--- config.mk ---
export PLATFORM = sky130hd
export DESIGN_NAME = bqe_mac
export DESIGN_NICKNAME = d
export VERILOG_FILES = /design/src/rtl/bqe_pkg.sv /design/src/rtl/bqe_mac.sv
export SDC_FILE = /design/constraint.sdc
export NUM_CORES = 2
export LEC_CHECK = 0
export BUFFER_PORTS_ARGS = -buffer_cell sky130_fd_sc_hd__buf_2
export CORE_UTILIZATION = 60
export DETAILED_ROUTE_END_ITERATION = 8
export HOLD_SLACK_MARGIN = 0.15
export MAX_ROUTING_LAYER = met4
export PLACE_DENSITY = 0.79
export SYNTH_ARGS = -nofsm -noshare
export SYNTH_HDL_FRONTEND = slang
export SYNTH_SLANG_ARGS = --single-unit
--- constraint.sdc ---
create_clock -name clk -period 15.7 [get_ports clk]
set_input_delay 0.785 -clock clk [delete_from_list [all_inputs] [get_ports clk]]
set_output_delay 0.785 -clock clk [all_outputs]
set_load 0.01 [all_outputs]
--- src/rtl/bqe_pkg.sv ---
// shared types, codes and constants of the biquad cascade equaliser
package bqe_pkg;

    // default build of the block
    localparam int DEF_MAX_CHANNELS   = 8;
    localparam int DEF_NUM_SECTIONS   = 6;
    localparam int DEF_SAMPLE_BITS    = 24;
    localparam int DEF_COEF_FRAC_BITS = 30;

    // fixed field and word widths
    localparam int DELAY_BITS        = 40;
    localparam int COEF_BITS         = 32;
    localparam int COEFS_PER_SECTION = 5;
    localparam int OP_BITS           = 2;
    localparam int CHANNEL_BITS      = 3;
    localparam int SECTION_BITS      = 3;
    localparam int COEF_INDEX_BITS   = 3;
    localparam int CFG_INDEX_BITS    = 2;
    localparam int CFG_DATA_BITS     = 6;
    localparam int CFG_MASK_BITS     = 6;
    localparam int CFG_COUNT_BITS    = 4;

    // item operations
    localparam logic [OP_BITS-1:0] OP_SAMPLE = 2'd0;
    localparam logic [OP_BITS-1:0] OP_COEF   = 2'd1;
    localparam logic [OP_BITS-1:0] OP_CLEAR  = 2'd2;

    // coefficient slots within a section
    localparam logic [COEF_INDEX_BITS-1:0] CI_B0 = 3'd0;
    localparam logic [COEF_INDEX_BITS-1:0] CI_B1 = 3'd1;
    localparam logic [COEF_INDEX_BITS-1:0] CI_B2 = 3'd2;
    localparam logic [COEF_INDEX_BITS-1:0] CI_A1 = 3'd3;
    localparam logic [COEF_INDEX_BITS-1:0] CI_A2 = 3'd4;

    // configuration register indexes
    localparam logic [CFG_INDEX_BITS-1:0] CFG_EQ_ON = 2'd0;
    localparam logic [CFG_INDEX_BITS-1:0] CFG_MASK  = 2'd1;
    localparam logic [CFG_INDEX_BITS-1:0] CFG_COUNT = 2'd2;

    // sequencer states
    typedef enum logic [1:0] {
        ST_IDLE,
        ST_RUN,
        ST_OUT
    } state_t;

    // steps through one section
    typedef enum logic [2:0] {
        SP_FETCH,
        SP_MUL_B0,
        SP_MUL_B1,
        SP_MUL_B2,
        SP_MUL_A1,
        SP_MUL_A2,
        SP_NEW_Z1,
        SP_NEW_Z2
    } step_t;

    // accumulator operations of the arithmetic unit
    typedef enum logic [2:0] {
        ACC_NONE,
        ACC_Y,
        ACC_Z1_PRE,
        ACC_Z2_PRE,
        ACC_Z1_NEW,
        ACC_Z2_NEW
    } acc_op_t;

    // control from the sequencer to the arithmetic unit
    typedef struct packed {
        logic    mul_y;
        logic    ld_delay;
        acc_op_t acc_op;
    } mac_ctrl_t;

endpackage

--- src/rtl/bqe_mac.sv ---
// shared multiplier, rounding stage and saturating accumulator of the section arithmetic
module bqe_mac #(
    parameter int SAMPLE_BITS    = bqe_pkg::DEF_SAMPLE_BITS,
    parameter int COEF_FRAC_BITS = bqe_pkg::DEF_COEF_FRAC_BITS
) (
    input  logic                                clk,
    input  bqe_pkg::mac_ctrl_t                  ctrl,
    input  logic [bqe_pkg::COEF_BITS-1:0]       coef,
    input  logic signed [SAMPLE_BITS-1:0]       x,
    input  logic [2*bqe_pkg::DELAY_BITS-1:0]    dly_q,
    input  logic                                dly_valid,
    output logic signed [SAMPLE_BITS-1:0]       y,
    output logic [2*bqe_pkg::DELAY_BITS-1:0]    z_new
);

    import bqe_pkg::*;

    localparam int PROD_W = COEF_BITS + SAMPLE_BITS;
    localparam int RND_W  = PROD_W - COEF_FRAC_BITS;
    localparam int ACC_W  = ((DELAY_BITS > RND_W) ? DELAY_BITS : RND_W) + 2;

    localparam logic [PROD_W-1:0] HALF = PROD_W'(1) << (COEF_FRAC_BITS - 1);

    localparam logic signed [ACC_W-1:0] S_MAX =
        {{(ACC_W-SAMPLE_BITS+1){1'b0}}, {(SAMPLE_BITS-1){1'b1}}};
    localparam logic signed [ACC_W-1:0] S_MIN =
        {{(ACC_W-SAMPLE_BITS+1){1'b1}}, {(SAMPLE_BITS-1){1'b0}}};
    localparam logic signed [ACC_W-1:0] D_MAX =
        {{(ACC_W-DELAY_BITS+1){1'b0}}, {(DELAY_BITS-1){1'b1}}};
    localparam logic signed [ACC_W-1:0] D_MIN =
        {{(ACC_W-DELAY_BITS+1){1'b1}}, {(DELAY_BITS-1){1'b0}}};

    logic signed [SAMPLE_BITS-1:0] mul_op;
    logic signed [PROD_W-1:0]      prod_next;
    logic signed [PROD_W-1:0]      prod_reg;
    logic [PROD_W-1:0]             round_sum;
    logic signed [RND_W-1:0]       rnd_next;
    logic signed [RND_W-1:0]       rnd_reg;
    logic signed [DELAY_BITS-1:0]  z1_reg;
    logic signed [DELAY_BITS-1:0]  z2_reg;
    logic signed [DELAY_BITS-1:0]  z1n_reg;
    logic signed [DELAY_BITS-1:0]  sat_d;
    logic signed [ACC_W-1:0]       acc1_reg;
    logic signed [ACC_W-1:0]       acc2_reg;
    logic signed [ACC_W-1:0]       add_a;
    logic signed [ACC_W-1:0]       add_b;
    logic signed [ACC_W-1:0]       sum;
    logic                          sub;
    logic signed [SAMPLE_BITS-1:0] y_reg;
    logic signed [SAMPLE_BITS-1:0] sat_s;

    // multiplier operand: section input or section output
    assign mul_op    = ctrl.mul_y ? y_reg : x;
    assign prod_next = $signed(coef) * mul_op;

    // round half up, then drop the fraction bits
    assign round_sum = prod_reg + HALF;
    assign rnd_next  = round_sum[PROD_W-1:COEF_FRAC_BITS];

    // shared adder, operand chosen by the accumulator operation
    always_comb
    begin
        add_b = {{(ACC_W-RND_W){rnd_reg[RND_W-1]}}, rnd_reg};
        sub   = (ctrl.acc_op == ACC_Z1_NEW) || (ctrl.acc_op == ACC_Z2_NEW);
        unique case (ctrl.acc_op)
            ACC_Y:      add_a = {{(ACC_W-DELAY_BITS){z1_reg[DELAY_BITS-1]}}, z1_reg};
            ACC_Z1_PRE: add_a = {{(ACC_W-DELAY_BITS){z2_reg[DELAY_BITS-1]}}, z2_reg};
            ACC_Z1_NEW: add_a = acc1_reg;
            ACC_Z2_NEW: add_a = acc2_reg;
            default:    add_a = '0;
        endcase
        sum = add_a + (sub ? ~add_b : add_b) + {{(ACC_W-1){1'b0}}, sub};
    end

    // saturation to the sample and delay ranges
    always_comb
    begin
        priority if (sum > S_MAX)
            sat_s = {1'b0, {(SAMPLE_BITS-1){1'b1}}};
        else if (sum < S_MIN)
            sat_s = {1'b1, {(SAMPLE_BITS-1){1'b0}}};
        else
            sat_s = sum[SAMPLE_BITS-1:0];

        priority if (sum > D_MAX)
            sat_d = {1'b0, {(DELAY_BITS-1){1'b1}}};
        else if (sum < D_MIN)
            sat_d = {1'b1, {(DELAY_BITS-1){1'b0}}};
        else
            sat_d = sum[DELAY_BITS-1:0];
    end

    // product, rounding and accumulator registers
    always_ff @(posedge clk)
    begin
        prod_reg <= prod_next;
        rnd_reg  <= rnd_next;
        if (ctrl.ld_delay)
        begin
            z1_reg <= dly_valid ? dly_q[2*DELAY_BITS-1:DELAY_BITS] : '0;
            z2_reg <= dly_valid ? dly_q[DELAY_BITS-1:0] : '0;
        end
        unique case (ctrl.acc_op)
            ACC_Y:      y_reg    <= sat_s;
            ACC_Z1_PRE: acc1_reg <= sum;
            ACC_Z2_PRE: acc2_reg <= sum;
            ACC_Z1_NEW: z1n_reg  <= sat_d;
            default:    ;
        endcase
    end

    assign y     = y_reg;
    assign z_new = {z1n_reg, sat_d};

endmodule

==> key figures <==
GRT
  • Grt ovf: 0
  • Via count of the first global-routing pass: between 20000 and 30000
  • Gr usage total: between 30% and 40%
  • Initial antenna violation count: 2
  • Largest net degree at the start of global routing: 81
  • First-pass GRT wire length: about 160 mm

Finish
  • Fill count: 5037
  • Fin nets: about 5000
  • Synthesis-to-finish area growth: 7.018%
  • Share of post-route cells with drive strength above 1: about 9.7%

Clocking
  • Clk root buf: clkbuf_16
  • Postcts setup bufs: 0
  • Clock Sinks: between 200 and 300
  • CTS tree: built
  • Clock Latency Late Sink: between 0.5 and 0.6 ns
  • Cts hold-fix bufs: 0
  • CTS max path bufs: 3
  • CTS Buf Count: 24
  • Reg clk slew, reported paths: approximately 0.070 ns
  • Post-cts resize count: 0
  • H-tree depth: 1

Timing
  • Slew headroom: roughly a quarter
  • Final period utilization: about 60%
  • Unrepaired setup endpoints after global routing: no
  • Hold Vio Cnt, Final: 0
  • Final setup violation count: 0
  • Clock Skews: 0.01282 ns
  • FMAX: between 100 and 150 MHz
  • Worst-Margin Slew: between 1 and 1.5 ns
  • Setup TNS: 0 ns
  • Minimum clock period: 9.456 ns
  • Max Slew Vio Count: 0

Synthesis
  • Mapped Area: 39600 sq um
  • Cell with the most instances after synthesis: inv_1
  • Post-synthesis average cell area: about 10 sq um
  • Post-synth cell types: 70
  • Synth warn: 0
  • Gate Count Post-Synth: just under 4000
  • Top FF cell, synth: edfxtp_1
  • Post-synth EDFFs: 228
  • Most frequent cells after synthesis: inv_1, fa_1, nand2_1
  • Synth Net Count: between 5000 and 6000
  • Post-synthesis sequential area ratio: between 15 and 20%
  • Post-synth ARST share: 0%
  • Top cell type's share of synthesized area: 39.59%
  • Synth area leader: fa_1
  • Synth area leaders: fa_1, edfxtp_1, inv_1
  • Number of synthesized register bits: approximately 280

Drt
  • Vias: approximately 28000
  • Metal-1 WL: between 30 and 40 mm
  • Antenna Nets Post-Route: 0
  • Pre-antenna DRT Iters: 7
  • Met2 Routed Length: just under 50 mm
  • DRC: 0
  • WL final: approximately 100 mm
  • WL per Instance: 20.62 microns
  • Met3 WL: around 9 mm
  • Via/cell ratio: between 5 and 6
  • DRT iter0 DRCs: around 2700
  • Top layer in use: met4

Critical path
  • Worst R2R Setup Slack: approximately 7 ns
  • Crit Path Max Fanout: 32
  • Worst EP required: between 15 and 20 ns
  • CP Capture Type: register
  • Crit Reg-Reg Startpoint: y[10]
  • FF-to-FF End: prod_reg[48]
  • Critical path class: primary input to register
  • Worst setup SP type: primary input
  • Worst R2R Path Depth: 26
  • Signal arrival time at the worst endpoint: ~9.9 ns

Outcome
  • Run status: finished, final reports clean

Floorplanning
  • Site Rows: between 90 and 100
  • Ports: roughly 250
  • Die extent in y: roughly 260 microns
  • Core region area: 64810 sq um
  • Starting density of the core: 61.09%
  • Die area: 67030 sq um
  • Die width: 258.9 microns

Hold path
  • Hold path cells: 1
  • Worst Hold Class: register to register
  • Min-delay src: prod_reg[33]
  • Hold Path Sink: rnd_reg[3]

Placement
  • Final Wtd Congestion: approximately 0.96
  • PortBufs: about 250
  • Detailed placement HPWL: about 76 mm

Run
  • Max Cap Viol: 0
-- per-stage QoR --
step	util (%)	setup WS, ns	cell area [sq um]	instances	hold WS, ns
global placement	64.10	5.901	41540	4861	0.4422
finish	65.38	6.244	42380	4907	0.4551
CTS	65.37	6.289	42370	4905	0.4580
detailed placement	64.10	5.732	41540	4861	0.4446
global route	65.38	5.819	42380	4907	0.4633
floorplan	-	7.302	39600	3921	0.4095
-- kinds of logic after synthesis --
| family | Yosys count | synth area share [%] |
|---|---|---|
| simple gates | 1077 | 13.95 |
| buf+inv | 1029 | 9.805 |
| fa+ha+maj | 970 | 45.50 |
| compound gates | 376 | 6.361 |
| flops | 281 | 19.97 |
| xor+xnor | 128 | 2.831 |
| mux | 60 | 1.589 |
-- worst max-delay path by stage --
stage	to	slack, ns	from
2_1_floorplan	prod_reg[54]	7.30	ctrl[4]
6_report	prod_reg[48]	6.24	ctrl[4]
3_3_place_gp	prod_reg[48]	5.90	ctrl[4]
5_1_grt	prod_reg[48]	5.82	ctrl[4]
4_1_cts	prod_reg[48]	6.29	ctrl[4]
3_5_place_dp	prod_reg[51]	5.73	ctrl[4]
-- layer usage --
layer	vias up	track usage (%)
met3	270	4.316
met5	-	-
met4	0	11.39
met2	1359	51.71
met1	14210	42.73
li1	12190	-
-- cell type report --
cell class	instances	area, sq um	area share, %
multi-input combinational	2611	27950	65.95
tap	855	1070	2.525
antenna	2	5.005	0.01181
sequential	281	7908	18.66
clock inverter	13	137.6	0.3248
inverter	834	3131	7.388
clock buffer	31	689.4	1.627
timing repair buffer	280	1489	3.514
-- cells in the final DEF (no fill, tap or decap), types with 5 or more instances in the layout --
cell	synthesis	final
a21boi_0	5	5
a21o_1	49	49
a21oi_1	68	67
a221oi_1	6	6
a22oi_1	48	48
a31oi_1	9	9
and2_1	273	273
and3_1	10	10
and4_1	9	9
buf_2	4	245
buf_4	0	35
clkbuf_16	0	26
dfxtp_1	53	53
edfxtp_1	228	228
fa_1	783	783
ha_1	187	187
inv_1	834	834
mux2_2	19	19
mux2i_1	40	33
mux2i_4	0	7
nand2_1	414	414
nand2b_1	25	24
nand3_1	27	27
nand4_1	20	20
nor2_1	75	74
nor2b_1	188	186
nor3_1	7	7
o211ai_1	7	7
o21a_1	8	8
o21ai_0	75	75
o21ai_2	20	20
o21bai_1	12	12
o22ai_1	28	28
o31ai_1	5	5
or2_2	10	10
or3_1	5	5
xnor2_1	97	97
xor2_1	31	31
-- worst max-delay path: stages --
cell      delay (ns)
buf_2           0.81
mux2i_4         0.35
buf_4           0.46
nor2b_1         0.19
fa_1            0.67
fa_1            0.71
inv_1           0.22
fa_1            0.53
inv_1           0.05
fa_1            0.49
fa_1            0.52
fa_1            0.50
inv_1           0.05
fa_1            0.47
inv_1           0.04
ha_1            0.32
nand4_1         0.21
nor3b_1         0.50
o211ai_1        0.26
nand2_1         0.20
o21ai_0         0.13
o21ai_0         0.59
a21o_1          0.31
mux2i_1         0.10
a2111o_1        0.39
Power is not shown: default switching activity piles up to over one toggle a cycle in this logic, so the estimate is an artifact.
